<file path="config.mk">
export PLATFORM = sky130hd
export DESIGN_NAME = md5_digest
export DESIGN_NICKNAME = d
export VERILOG_FILES = /design/src/hw/rtl/md5_pkg.sv /design/src/hw/rtl/md5_digest.sv /design/src/hw/rtl/md5_core.sv /design/src/hw/rtl/md5_seq.sv
export SDC_FILE = /design/constraint.sdc
export NUM_CORES = 2
export LEC_CHECK = 0
export ABC_AREA = 0
export BUFFER_PORTS_ARGS = -buffer_cell sky130_fd_sc_hd__buf_2
export CORE_MARGIN = 4
export CORE_UTILIZATION = 58
export DETAILED_ROUTE_END_ITERATION = 10
export PLACE_DENSITY = 0.83
export SETUP_SLACK_MARGIN = 0.5
export SYNTH_ARGS = -nofsm -noshare
export SYNTH_HDL_FRONTEND = slang
export SYNTH_HIERARCHICAL = 1
export SYNTH_SLANG_ARGS = --single-unit
</file>
<file path="constraint.sdc">
create_clock -name clk -period 6 [get_ports clk]
set_clock_uncertainty 0.2 [all_clocks]
set_input_delay 0.9 -clock clk [delete_from_list [all_inputs] [get_ports clk]]
set_output_delay 0.9 -clock clk [all_outputs]
set_load 0.01 [all_outputs]
</file>
<file path="src/hw/rtl/md5_pkg.sv">
// md5_pkg: shared types, microcode field codes and MD5 constant tables.
// Used by md5_seq, md5_core and md5_digest; depends on nothing else.

package md5_pkg;

  // put_sel codes: what byte the datapath writes into the block buffer
  localparam logic [1:0] PUT_NONE = 2'd0;
  localparam logic [1:0] PUT_DATA = 2'd1;
  localparam logic [1:0] PUT_MARK = 2'd2;
  localparam logic [1:0] PUT_ZERO = 2'd3;

  // jump codes of the control word
  localparam logic [3:0] J_GOTO   = 4'd0;
  localparam logic [3:0] J_ACCEPT = 4'd1;
  localparam logic [3:0] J_DATA   = 4'd2;
  localparam logic [3:0] J_LAST   = 4'd3;
  localparam logic [3:0] J_WRAP   = 4'd4;
  localparam logic [3:0] J_PAD    = 4'd5;
  localparam logic [3:0] J_CALL   = 4'd6;
  localparam logic [3:0] J_ROUND  = 4'd7;
  localparam logic [3:0] J_RET    = 4'd8;
  localparam logic [3:0] J_EMIT   = 4'd9;

  // block buffer positions
  localparam logic [5:0] PAD_END       = 6'd56;
  localparam logic [5:0] BLK_LAST_BYTE = 6'd63;
  localparam logic [3:0] BLK_LEN_LO    = 4'd14;
  localparam logic [3:0] BLK_LEN_HI    = 4'd15;
  localparam logic [5:0] ROUND_LAST    = 6'd63;
  localparam logic [63:0] BITS_PER_BYTE = 64'd8;

  localparam logic [31:0] INIT_A = 32'h67452301;
  localparam logic [31:0] INIT_B = 32'hefcdab89;
  localparam logic [31:0] INIT_C = 32'h98badcfe;
  localparam logic [31:0] INIT_D = 32'h10325476;

  // one control word of the sequencer program
  typedef struct packed {
    logic       ready;
    logic [1:0] put_sel;
    logic       len_wr;
    logic       init_work;
    logic       round1;
    logic       round2;
    logic       chain_add;
    logic       emit;
    logic       clear_msg;
    logic [3:0] jmp;
    logic [3:0] target;
  } ctrl_t;

  // datapath flags seen by the sequencer
  typedef struct packed {
    logic wrap;
    logic at56;
    logic last_round;
  } core_flags_t;

  typedef struct packed {
    logic        accept;
    logic        last;
    logic        emit_done;
    core_flags_t core;
  } status_t;

  // additive constant of round r
  function automatic logic [31:0] round_const(input logic [5:0] r);
    logic [31:0] k;
    case (r)
      6'd0:  k = 32'hd76aa478;  6'd1:  k = 32'he8c7b756;
      6'd2:  k = 32'h242070db;  6'd3:  k = 32'hc1bdceee;
      6'd4:  k = 32'hf57c0faf;  6'd5:  k = 32'h4787c62a;
      6'd6:  k = 32'ha8304613;  6'd7:  k = 32'hfd469501;
      6'd8:  k = 32'h698098d8;  6'd9:  k = 32'h8b44f7af;
      6'd10: k = 32'hffff5bb1;  6'd11: k = 32'h895cd7be;
      6'd12: k = 32'h6b901122;  6'd13: k = 32'hfd987193;
      6'd14: k = 32'ha679438e;  6'd15: k = 32'h49b40821;
      6'd16: k = 32'hf61e2562;  6'd17: k = 32'hc040b340;
      6'd18: k = 32'h265e5a51;  6'd19: k = 32'he9b6c7aa;
      6'd20: k = 32'hd62f105d;  6'd21: k = 32'h02441453;
      6'd22: k = 32'hd8a1e681;  6'd23: k = 32'he7d3fbc8;
      6'd24: k = 32'h21e1cde6;  6'd25: k = 32'hc33707d6;
      6'd26: k = 32'hf4d50d87;  6'd27: k = 32'h455a14ed;
      6'd28: k = 32'ha9e3e905;  6'd29: k = 32'hfcefa3f8;
      6'd30: k = 32'h676f02d9;  6'd31: k = 32'h8d2a4c8a;
      6'd32: k = 32'hfffa3942;  6'd33: k = 32'h8771f681;
      6'd34: k = 32'h6d9d6122;  6'd35: k = 32'hfde5380c;
      6'd36: k = 32'ha4beea44;  6'd37: k = 32'h4bdecfa9;
      6'd38: k = 32'hf6bb4b60;  6'd39: k = 32'hbebfbc70;
      6'd40: k = 32'h289b7ec6;  6'd41: k = 32'heaa127fa;
      6'd42: k = 32'hd4ef3085;  6'd43: k = 32'h04881d05;
      6'd44: k = 32'hd9d4d039;  6'd45: k = 32'he6db99e5;
      6'd46: k = 32'h1fa27cf8;  6'd47: k = 32'hc4ac5665;
      6'd48: k = 32'hf4292244;  6'd49: k = 32'h432aff97;
      6'd50: k = 32'hab9423a7;  6'd51: k = 32'hfc93a039;
      6'd52: k = 32'h655b59c3;  6'd53: k = 32'h8f0ccc92;
      6'd54: k = 32'hffeff47d;  6'd55: k = 32'h85845dd1;
      6'd56: k = 32'h6fa87e4f;  6'd57: k = 32'hfe2ce6e0;
      6'd58: k = 32'ha3014314;  6'd59: k = 32'h4e0811a1;
      6'd60: k = 32'hf7537e82;  6'd61: k = 32'hbd3af235;
      6'd62: k = 32'h2ad7d2bb;  default: k = 32'heb86d391;
    endcase
    return k;
  endfunction

  // left-rotate amount: depends on quarter and round mod 4
  function automatic logic [4:0] rot_amount(input logic [5:0] r);
    logic [4:0] s;
    case ({r[5:4], r[1:0]})
      4'd0:  s = 5'd7;   4'd1:  s = 5'd12;  4'd2:  s = 5'd17;  4'd3:  s = 5'd22;
      4'd4:  s = 5'd5;   4'd5:  s = 5'd9;   4'd6:  s = 5'd14;  4'd7:  s = 5'd20;
      4'd8:  s = 5'd4;   4'd9:  s = 5'd11;  4'd10: s = 5'd16;  4'd11: s = 5'd23;
      4'd12: s = 5'd6;   4'd13: s = 5'd10;  4'd14: s = 5'd15;  default: s = 5'd21;
    endcase
    return s;
  endfunction

  // message word used in round r (all arithmetic mod 16)
  function automatic logic [3:0] msg_index(input logic [5:0] r);
    logic [3:0] g;
    case (r[5:4])
      2'd0:    g = r[3:0];
      2'd1:    g = 4'(r[3:0] * 4'd5 + 4'd1);
      2'd2:    g = 4'(r[3:0] * 4'd3 + 4'd5);
      default: g = 4'(r[3:0] * 4'd7);
    endcase
    return g;
  endfunction

endpackage

</file>
<file path="src/hw/rtl/md5_digest.sv">
// md5_digest: streaming MD5 digest top level.
// Holds the input beat and output register; instantiates md5_seq and md5_core.
//
// Usage: message bytes enter on the s_ channel, one beat each. s_tuser[0] says the
// beat carries a byte in s_tdata; s_tlast marks the final beat of a message (it may
// carry a byte or be empty). After the final beat the block pads the message and
// returns four beats on the m_ channel: chaining words A, B, C, D in m_tdata, the
// word number in m_tuser, m_tlast on D. The digest is those words, each low byte
// first.
// Flow: a byte beat passes an accept step and a buffer write step; a beat that
// completes a 64-byte block adds a compression on the shared round datapath, two
// steps per MD5 round plus load and feed-forward. A final beat adds a marker step,
// up to 64 pad steps and a length step, then one or two compressions before the
// first digest word is shown. No beat is taken until the wait step comes again.
// Reset returns the chaining words and counters to their initial values and empties
// the output register. If the receiver stalls, the output register holds its word
// and the sequencer waits; no input beat is taken until all four words are loaded.

module md5_digest
  import md5_pkg::*;
(
  input  logic        clk,
  input  logic        rst,
  input  logic        s_tvalid,
  output logic        s_tready,
  input  logic [7:0]  s_tdata,   // [7:0] data_byte
  input  logic        s_tlast,   // end_of_message
  input  logic [0:0]  s_tuser,   // [0] byte_present
  output logic        m_tvalid,
  input  logic        m_tready,
  output logic [31:0] m_tdata,   // [31:0] digest_word
  output logic        m_tlast,   // last_word
  output logic [1:0]  m_tuser    // [1:0] word_number
);

  ctrl_t       ctrl;
  status_t     status;
  core_flags_t core_flags;

  logic        accept;
  logic [7:0]  hold_byte;
  logic        hold_present;
  logic        hold_last;
  logic [1:0]  word_idx;
  logic [31:0] digest_word;
  logic        emit_fire;

  // no beat is taken while reset is held
  assign s_tready  = ctrl.ready && !rst;
  assign accept    = s_tvalid && s_tready;
  assign emit_fire = ctrl.emit && (!m_tvalid || m_tready);

  // input beat holding register
  always_ff @(posedge clk) begin
    if (accept) begin
      hold_byte    <= s_tdata;
      hold_present <= s_tuser[0];
      hold_last    <= s_tlast;
    end
  end

  // output register and word counter
  always_ff @(posedge clk) begin
    if (rst) begin
      m_tvalid <= 1'b0;
      word_idx <= '0;
    end else if (emit_fire) begin
      m_tvalid <= 1'b1;
      word_idx <= word_idx + 2'd1;
    end else if (m_tready) begin
      m_tvalid <= 1'b0;
    end
  end

  always_ff @(posedge clk) begin
    if (emit_fire) begin
      m_tdata <= digest_word;
      m_tuser <= word_idx;
      m_tlast <= (word_idx == 2'd3);
    end
  end

  assign status.accept    = accept;
  assign status.last      = hold_last;
  assign status.emit_done = emit_fire && (word_idx == 2'd3);
  assign status.core      = core_flags;

  md5_seq u_seq (
    .clk    (clk),
    .rst    (rst),
    .status (status),
    .ctrl   (ctrl)
  );

  md5_core u_core (
    .clk          (clk),
    .rst          (rst),
    .ctrl         (ctrl),
    .byte_in      (hold_byte),
    .byte_present (hold_present),
    .word_sel     (word_idx),
    .digest_word  (digest_word),
    .flags        (core_flags)
  );

endmodule

</file>
<file path="src/hw/rtl/md5_core.sv">
// md5_core: block buffer, chaining words, message counters and the round datapath.
// Driven by control words from md5_seq; uses md5_pkg.

module md5_core
  import md5_pkg::*;
(
  input  logic        clk,
  input  logic        rst,
  input  ctrl_t       ctrl,
  input  logic [7:0]  byte_in,
  input  logic        byte_present,
  input  logic [1:0]  word_sel,
  output logic [31:0] digest_word,
  output core_flags_t flags
);

  logic [31:0] blk [16];
  logic [31:0] chain [4];
  logic [31:0] a, b, c, d, tmp;
  logic [5:0]  rnd;
  logic [5:0]  pos;
  logic [63:0] bit_count;

  logic        put_en;
  logic [7:0]  put_val;
  logic [31:0] f;
  logic [63:0] rot_dbl;

  // byte source for the buffer write
  always_comb begin
    put_en  = 1'b0;
    put_val = 8'h00;
    case (ctrl.put_sel)
      PUT_DATA: begin
        put_en  = byte_present;
        put_val = byte_in;
      end
      PUT_MARK: begin
        put_en  = 1'b1;
        put_val = 8'h80;
      end
      PUT_ZERO: begin
        put_en  = (pos != PAD_END);
        put_val = 8'h00;
      end
      default: begin
        put_en  = 1'b0;
        put_val = 8'h00;
      end
    endcase
  end

  // round function by quarter
  always_comb begin
    case (rnd[5:4])
      2'd0:    f = (b & c) | (~b & d);
      2'd1:    f = (d & b) | (~d & c);
      2'd2:    f = b ^ c ^ d;
      default: f = c ^ (b | ~d);
    endcase
  end

  assign rot_dbl = {tmp, tmp} << rot_amount(rnd);

  // block buffer: little-endian byte lanes, lane 0 clears the word
  always_ff @(posedge clk) begin
    if (put_en) begin
      if (pos[1:0] == 2'd0) begin
        blk[pos[5:2]] <= {24'h0, put_val};
      end else begin
        blk[pos[5:2]][{pos[1:0], 3'b000} +: 8] <= put_val;
      end
    end
    if (ctrl.len_wr) begin
      blk[BLK_LEN_LO] <= bit_count[31:0];
      blk[BLK_LEN_HI] <= bit_count[63:32];
    end
  end

  // message position, length and chaining words
  always_ff @(posedge clk) begin
    if (rst || ctrl.clear_msg) begin
      pos       <= '0;
      bit_count <= '0;
      chain[0]  <= INIT_A;
      chain[1]  <= INIT_B;
      chain[2]  <= INIT_C;
      chain[3]  <= INIT_D;
    end else begin
      if (put_en) pos <= pos + 6'd1;
      if (ctrl.put_sel == PUT_DATA && byte_present) bit_count <= bit_count + BITS_PER_BYTE;
      if (ctrl.chain_add) begin
        chain[0] <= chain[0] + a;
        chain[1] <= chain[1] + b;
        chain[2] <= chain[2] + c;
        chain[3] <= chain[3] + d;
      end
    end
  end

  // round counter
  always_ff @(posedge clk) begin
    if (rst) begin
      rnd <= '0;
    end else if (ctrl.init_work) begin
      rnd <= '0;
    end else if (ctrl.round2) begin
      rnd <= rnd + 6'd1;
    end
  end

  // working registers: half a round per step
  always_ff @(posedge clk) begin
    if (ctrl.init_work) begin
      a <= chain[0];
      b <= chain[1];
      c <= chain[2];
      d <= chain[3];
    end
    if (ctrl.round1) begin
      tmp <= a + f + round_const(rnd) + blk[msg_index(rnd)];
    end
    if (ctrl.round2) begin
      a <= d;
      b <= b + rot_dbl[63:32];
      c <= b;
      d <= c;
    end
  end

  assign digest_word      = chain[word_sel];
  assign flags.wrap       = put_en && (pos == BLK_LAST_BYTE);
  assign flags.at56       = (pos == PAD_END);
  assign flags.last_round = (rnd == ROUND_LAST);

`ifndef NO_ASSERTIONS
  // the feed-forward add follows the 64th round, when the counter has wrapped
  a_add_after_rounds: assert property (@(posedge clk) disable iff (rst)
    ctrl.chain_add |-> rnd == 6'd0)
    else $error("chain add with round counter not wrapped");

  // length words land only in a buffer padded up to byte 56
  a_len_at_pad_end: assert property (@(posedge clk) disable iff (rst)
    ctrl.len_wr |-> pos == PAD_END)
    else $error("length written at wrong buffer position");
`endif

endmodule

</file>
<file path="src/hw/rtl/md5_seq.sv">
// md5_seq: step counter, return register and microcode table of the MD5 block.
// Issues one control word per step to md5_core and md5_digest; uses md5_pkg.

module md5_seq
  import md5_pkg::*;
(
  input  logic    clk,
  input  logic    rst,
  input  status_t status,
  output ctrl_t   ctrl
);

  // program steps
  localparam logic [3:0] STEP_WAIT   = 4'd0;
  localparam logic [3:0] STEP_DATA   = 4'd1;
  localparam logic [3:0] STEP_CHK    = 4'd2;
  localparam logic [3:0] STEP_MARK   = 4'd3;
  localparam logic [3:0] STEP_PAD    = 4'd4;
  localparam logic [3:0] STEP_LEN    = 4'd5;
  localparam logic [3:0] STEP_EMIT   = 4'd6;
  localparam logic [3:0] STEP_CLEAR  = 4'd7;
  localparam logic [3:0] STEP_C_INIT = 4'd8;
  localparam logic [3:0] STEP_C_R1   = 4'd9;
  localparam logic [3:0] STEP_C_R2   = 4'd10;
  localparam logic [3:0] STEP_C_ADD  = 4'd11;

  logic [3:0] pc, pc_next;
  logic [3:0] ret, ret_next;
  ctrl_t      uw;

  // microcode ROM
  function automatic ctrl_t ucode(input logic [3:0] step);
    ctrl_t w;
    w = '0;
    unique case (step)
      STEP_WAIT:   begin w.ready = 1'b1;        w.jmp = J_ACCEPT; w.target = STEP_DATA;  end
      STEP_DATA:   begin w.put_sel = PUT_DATA;  w.jmp = J_DATA;   w.target = STEP_CHK;   end
      STEP_CHK:    begin                        w.jmp = J_LAST;   w.target = STEP_MARK;  end
      STEP_MARK:   begin w.put_sel = PUT_MARK;  w.jmp = J_WRAP;   w.target = STEP_PAD;   end
      STEP_PAD:    begin w.put_sel = PUT_ZERO;  w.jmp = J_PAD;    w.target = STEP_LEN;   end
      STEP_LEN:    begin w.len_wr = 1'b1;       w.jmp = J_CALL;   w.target = STEP_EMIT;  end
      STEP_EMIT:   begin w.emit = 1'b1;         w.jmp = J_EMIT;   w.target = STEP_CLEAR; end
      STEP_CLEAR:  begin w.clear_msg = 1'b1;    w.jmp = J_GOTO;   w.target = STEP_WAIT;  end
      STEP_C_INIT: begin w.init_work = 1'b1;    w.jmp = J_GOTO;   w.target = STEP_C_R1;  end
      STEP_C_R1:   begin w.round1 = 1'b1;       w.jmp = J_GOTO;   w.target = STEP_C_R2;  end
      STEP_C_R2:   begin w.round2 = 1'b1;       w.jmp = J_ROUND;  w.target = STEP_C_ADD; end
      STEP_C_ADD:  begin w.chain_add = 1'b1;    w.jmp = J_RET;    w.target = STEP_WAIT;  end
      default:     begin                        w.jmp = J_GOTO;   w.target = STEP_WAIT;  end
    endcase
    return w;
  endfunction

  assign uw   = ucode(pc);
  assign ctrl = uw;

  // next step; a call saves the return step and enters the compression routine
  always_comb begin
    pc_next  = pc;
    ret_next = ret;
    unique case (uw.jmp)
      J_GOTO:   pc_next = uw.target;
      J_ACCEPT: pc_next = status.accept ? uw.target : pc;
      J_DATA: begin
        if (status.core.wrap) begin
          ret_next = uw.target;
          pc_next  = STEP_C_INIT;
        end else begin
          pc_next = status.last ? STEP_MARK : STEP_WAIT;
        end
      end
      J_LAST:   pc_next = status.last ? uw.target : STEP_WAIT;
      J_WRAP: begin
        if (status.core.wrap) begin
          ret_next = uw.target;
          pc_next  = STEP_C_INIT;
        end else begin
          pc_next = uw.target;
        end
      end
      J_PAD: begin
        if (status.core.at56) begin
          pc_next = uw.target;
        end else if (status.core.wrap) begin
          ret_next = pc;
          pc_next  = STEP_C_INIT;
        end
      end
      J_CALL: begin
        ret_next = uw.target;
        pc_next  = STEP_C_INIT;
      end
      J_ROUND:  pc_next = status.core.last_round ? uw.target : STEP_C_R1;
      J_RET:    pc_next = ret;
      J_EMIT:   pc_next = status.emit_done ? uw.target : pc;
      default:  pc_next = STEP_WAIT;
    endcase
  end

  always_ff @(posedge clk) begin
    if (rst) begin
      pc  <= STEP_WAIT;
      ret <= STEP_WAIT;
    end else begin
      pc  <= pc_next;
      ret <= ret_next;
    end
  end

`ifndef NO_ASSERTIONS
  a_pc_range: assert property (@(posedge clk) disable iff (rst)
    pc <= STEP_C_ADD)
    else $error("step counter outside program");

  // compression is entered only from a step that fills or closes a block
  a_call_site: assert property (@(posedge clk) disable iff (rst)
    pc == STEP_C_INIT |-> $past(pc) == STEP_DATA || $past(pc) == STEP_MARK ||
                          $past(pc) == STEP_PAD || $past(pc) == STEP_LEN)
    else $error("compression entered from unexpected step");

  // the routine always returns to a step that expects it
  a_ret_valid: assert property (@(posedge clk) disable iff (rst)
    pc == STEP_C_ADD |-> ret == STEP_CHK || ret == STEP_PAD || ret == STEP_EMIT)
    else $error("bad return step");
`endif

endmodule
</file>
Word level (Yosys, flattened, before mapping)

Memory sizes are Yosys's and may differ from the RTL's. A register that Yosys moved wholly into a read port is not among the register bits.
Cells that the tools add are included.

Flip-flop bits (word level): 260
Memory bits (writable): 640
ROM bits: 2128
Input bits: 14
Output and inout bits: 37
Word-level logic and storage cells: 244
Memories kept: 4

Memory list:

| memory          | depth | width | rd ports | clocked after Yosys merged registers in | wr ports | RTL line       | text |
|---|---|---|---|---|---|---|---|
| (no name shown) | 64    | 32    | 1        | 1                                       | 0        | md5_pkg.sv:69  | `case (r)` |
| u_core.blk      | 16    | 32    | 1        | 0                                       | 2        | md5_core.sv:17 | `logic [31:0] blk [16];` |
| u_core.chain    | 4     | 32    | 5        | 1                                       | 4        | md5_core.sv:18 | `logic [31:0] chain [4];` |
| (no name shown) | 16    | 5     | 1        | 1                                       | 0        | md5_pkg.sv:109 | `case ({r[5:4], r[1:0]})` |

Add/subtract/negate cells: 15
Multipliers: 3
Equal/unequal tests: 36
Shift operators: 3
Mux-type cells: 96
Bitwise operators: 48
Reduce and logical (&&, ||, !) cells: 22

Operators by type and width:

| operator                                                               | count |
|---|---|
| 32-bit 2-to-1 mux                                                      | 16 |
| 32-bit adder                                                           | 8 |
| 32-bit AND                                                             | 4 |
| 32-bit bitwise OR                                                      | 3 |
| 32-bit case mux with 3 select lines                                    | 1 |
| 32-bit XOR                                                             | 3 |
| 8-bit case mux with 11 select lines                                    | 1 |
| 64-bit by 4-bit adder with 64-bit output, second input constant        | 1 |
| 32-bit inverter                                                        | 2 |
| 64-bit by 5-bit << shifter with 64-bit output                          | 1 |
| 4-bit 2-to-1 mux                                                       | 15 |
| 1-bit 2-to-1 mux                                                       | 54 |
| 4-bit case mux with 10 select lines                                    | 1 |
| 1-bit bitwise OR                                                       | 36 |
| 4-bit by 3-bit == test with 1-bit output, second input constant        | 8 |
| 32-bit OR reduction                                                    | 1 |
| 8-bit by 7-bit variable shift with 32-bit output, first input constant | 1 |
| 8-bit by 7-bit indexed part select with 32-bit output                  | 1 |
| 4-bit == test, second input constant                                   | 6 |
| 4-bit case mux with 3 select lines                                     | 2 |
| 6-bit == test, second input constant                                   | 3 |
| 4-bit by 2-bit == test with 1-bit output, second input constant        | 4 |
| 8-bit case mux with 2 select lines                                     | 1 |
| 6-bit by 1-bit adder with 6-bit output, second input constant          | 2 |
| other kinds (27)                                                       | 48 |

Longest topological paths before layout

Depth in word-level cells: 8
Gate-level depth with buffers: 25
Mapped depth without buffers: 24

Hierarchy

The synthesis kept the hierarchy.

Modules (own cells, without submodules):

| module     | times used | cells each | area each (µm²) | seq. area each (µm²) |
|---|---|---|---|---|
| md5_core   | 1          | 4714       | 54041.8         | 26195.1 |
| md5_digest | 1          | 62         | 1522.7          | 1411.4 |
| md5_seq    | 1          | 103        | 804.5           | 160.2 |

Worst setup path after synthesis

OpenSTA, ideal clock, no wires.

Path type: reg-to-reg
Start point: register u_core.rnd[0]
End point: register u_core.tmp[30] (data pin)
Setup time: 0.258 ns
Data arrival time: 5.719 ns
Data required time: 5.542 ns
Path slack: -0.177 ns
Cell stages (with the launch flop): 24
Path buffers: 4
Period minus slack after synthesis: 6.177 ns
Cells stage by stage: dfxtp_1 -> inv_1 -> fa_1 -> inv_1 -> ha_1 -> mux4_2 -> clkbuf_1 -> clkbuf_1 -> clkbuf_1 -> mux2_2 -> o21ai_0 -> fa_1 -> inv_1 -> ha_1 -> clkbuf_1 -> a21oi_1 -> o21ai_0 -> a21oi_1 -> nor4_1 -> or3_1 -> o221a_2 -> a41o_1 -> o41a_1 -> xor2_1

Longest elaborated chain between the ends: 6
Elaborated cells on any way between the ends: 9
Classes of those cells: add/sub: 3; mul: 3; mux: 2; memory: 1

Ends and longest elaborated chain:

| item                                                                                                       | RTL line                       | text |
|---|---|---|
| from (decl)                                                                                                | md5_core.sv:20                 | `logic [5:0] rnd;` |
| from (signal assigned)                                                                                     | md5_core.sv:108                | `rnd <= rnd + 6'd1;` |
| 4-bit by 2-bit multiplier with 4-bit output or 4-bit by 3-bit multiplier with 4-bit output (tied branches) | md5_pkg.sv:124, md5_pkg.sv:123 |  |
| 4-bit by 3-bit adder with 4-bit output or 4-bit by 1-bit adder with 4-bit output (tied branches)           | md5_pkg.sv:124, md5_pkg.sv:123 |  |
| 4-bit case mux with 3 select lines (*)                                                                     | md5_pkg.sv:121                 | `case (r[5:4])` |
| 4-bit 2-to-1 mux (*)                                                                                       | md5_core.sv:120                | `if (ctrl.round1) begin` |
| memory 16 x 32 bit (*)                                                                                     | n/a                            |  |
| 32-bit adder (*)                                                                                           | md5_core.sv:121                | `tmp <= a + f + round_const(rnd) + blk[msg_index(rnd)];` |
| to (signal assigned)                                                                                       | md5_core.sv:121                |  |
| to (decl)                                                                                                  | md5_core.sv:19                 | `logic [31:0] a, b, c, d, tmp;` |

Every way passes the cells marked *; elsewhere a longest branch is shown, timed or not. The select of a mux whose other input is x is not followed.
A chain may end at the register's enable or synchronous reset.

Worst setup path after layout

Ends and elaborated chain as after synthesis.

==> flow_results.org <==
** Outcome
- The run finished with clean final reports.

** Flow run
- Max-cap violations in this run came to 0.

** Yosys
- When the netlist entered floorplanning its net count stood at 5172.
- For this run, the number of Yosys warnings is 6.
- Synthesized area :: 56300 µm²
- Synthesis produced a netlist whose cell count is 4868.
- After synthesis, the mean cell area works out to 11.57 µm².

** Power
- VDD sags by at most 0.0002938 V.
- Total power draw :: 0.01744 W
- In this run the static leakage power is 21.43 nW.
- For this design the ratio of total power to cell area is 277.6 nW/µm².

** STA
- Setup repair after global routing could not meet its margin everywhere.
- In the finished design, the share of the clock period the worst path needs comes to 0.9964.
- Derived from the worst setup path, the maximum achievable clock frequency is 0.1673 GHz.
- The worst pin sits at a relative slew slack of 0.1464.
- The final count of hold timing violations came to 0.
- The number of max-slew violations in the final report is 0.
- At the pin with the least slew margin, the transition time is 1.272 ns.
- Setup slack on the critical path of the routed design comes to 0.02147 ns.
- Time the final worst path needs with I/O delays and setup :: 5.979 ns
- Setup violations remaining at the end of the flow were counted as 0.
- Aggregate negative setup slack :: 0 ns

** Clock tree
- After clock tree synthesis, the clock-pin slew on the worst setup and hold paths is 0.07 ns.
- The clock reaches the later pin of the worst-skew pair after 0.72 ns.
- TritonCTS created 97 clock buffers.
- Number of sinks handled by clock tree synthesis :: 966
- In this run the clock root is driven by a clkbuf_16.
- Clock buffer depth :: 3
- The H-tree generated during clock tree synthesis spans 3 levels.
- TritonCTS built the clock tree.

** Final layout
- Sequential cell area :: 27790 µm²
- NumNets Final :: 5223
- In the final layout, the multi-input gates occupy 27490 µm².
- Leaving out filler cells and counting taps, the final layout contains 6280.
- Top library cells by usage in the layout, fill and taps aside :: edfxtp_1 (842), nand2_1 (417), nor2_1 (382)
- Most common cell after layout, fill and taps aside :: edfxtp_1
- From synthesis to final layout, the design area changed by 11.56%.
- Of the cells placed in the final design, the portion with a size suffix greater than 1 is 0.1770.
- Cell area after layout :: 62810 µm²
- Number of fill cells in the layout :: 6680

** Floorplan
- For this configuration, the core starts out at a cell density of 0.5831.
- Die W :: 319.6 µm
- The die is 319.6 µm tall.
- The die covers 102100 µm².
- The total area inside the core boundary comes to 96570 µm².
- # rows :: 114
- Boundary pin count :: 51

** Placement
- Once placement completed, the tool counted placed cells totaling 6063.
- # port buffers :: 50
- Placed Area :: 58340 µm²
- DPL Wire Length :: 110900 µm
- Prior to clock tree synthesis, the placed netlist has a worst setup slack of -0.07263 ns.
- Routability congestion estimate from global placement :: 0.9897

** Drt
- Via-per-instance ratio :: 6.910
- The detailed router placed 43392 vias in this run.
- Routed wirelength normalized by instance count :: 27.42 µm
- Summed over all layers, the routed wires come to 172200 µm.
- DRC violations left :: 0
- Before antenna repair, the detailed router went through 9 iterations.
- Remaining antenna violation count after routing :: 0
- Number of violations reported at the end of detailed-routing iteration 0 :: 6422

** Global route
- Aggregate global routing overflow :: 0
- Maximum number of pins on one net before global-route repair :: 139
- Vias in the first global route :: 41002
- For this run, the total global-route usage over all layers was measured as 0.3213.
- First-pass GRT wire length :: 252900 µm
- The initial antenna violation count is 2.

** Hold path
- Class of the tightest hold or removal check :: input port to flip-flop

** Critical path
- The worst setup path is launched from a flip-flop.
- Category of the most critical setup path :: flip-flop to flip-flop
- Data on the critical path is required at its endpoint by 6.25 ns.
- STA classifies the critical path endpoint as a flip-flop.
- CP Max Fanout :: 16
- Data arrives at the worst endpoint at 6.23 ns.
## metal layers
| metal | global-route usage | part of all wire |
|---|---|---|
| met5 | 0 | 0 |
| met4 | 0.1830 | 0.072 |
| met3 | 0.06284 | 0.11 |
| met2 | 0.5121 | 0.47 |
| met1 | 0.4146 | 0.35 |
## critical path, stage by stage (launching register included)
cell and delay (ns):
dfxtp_4 0.36, buf_6 0.13, ha_4 0.29, nor2_1 0.06, mux2_4 0.28, a221oi_4 0.35, buf_6 0.19, clkbuf_16 0.18
buf_6 0.22, mux4_2 0.35, mux2_2 0.30, o21ai_2 0.25, fa_1 0.48, inv_1 0.12, ha_4 0.24, and4_2 0.23
nand2_2 0.13, nor4_2 0.07, or3_4 0.40, o221a_4 0.23, a41o_1 0.19, o41a_1 0.32, xor2_1 0.14
## registers in the layout, indices dropped and copies added (netlist names), 2 cells and up, named ones only
register and cells:
m_tdata 32, u_core/bit_count 61, word_idx 2, u_seq/pc 4, u_core/chain 128, hold_byte 8
u_core/d 32, u_core/a 32, u_core/c 32, u_core/rnd 6, m_tuser 2, u_core/pos 6
u_core/blk 512, u_seq/ret 4, u_core/b 32, u_core/tmp 32
## through the flow
step	hold WS, ns	utilization
CTS	0.1318	0.6447
detailed placement	0.2632	0.6041
finish	0.1646	0.6505
global placement	0.2553	0.6041
global route	0.1419	0.6505
floorplan	0.2406	-
## final cells by class
type,count,share of cell area
antenna,3,0.0001195
tap,1276,0.02542
inverter,213,0.01281
clock inverter,45,0.009242
timing repair buffer,216,0.02946
multi-input combinational,3425,0.4377
sequential,966,0.4423
clock buffer,136,0.04293
## power by group
part | leakage, nW | internal (W) | switching, W
Sequential | 7.81 | 0.00761 | 0.000160
Clock | 1.58 | 0.00356 | 0.00275
Combinational | 12.0 | 0.00136 | 0.00200
## final timing paths
check                                   from                   endpoint  slack, ns  cells past startpoint
setup / recovery  u_core/rnd[0]$_SDFFE_PP0P_   u_core/tmp[30]$_DFFE_PP_       0.02                     22
hold / removal                    s_tdata[7]     hold_byte[7]$_DFFE_PP_       0.16                      1
setup reg to reg  u_core/rnd[0]$_SDFFE_PP0P_   u_core/tmp[30]$_DFFE_PP_       0.02                     22
hold reg to reg    u_seq/ret[2]$_SDFFE_PP0P_  u_seq/ret[2]$_SDFFE_PP0P_       0.27                      1
## timing repair
action	4_1_cts	5_1_grt
cloned	5	1
hold endpoints to repair	0	0
hold buffers	0	0
resized for setup	82	100
pin swaps	22	31
setup buffers	20	7
endpoints found under the setup margin	17	27
No activity file was read; power rests on OpenSTA's default activity.
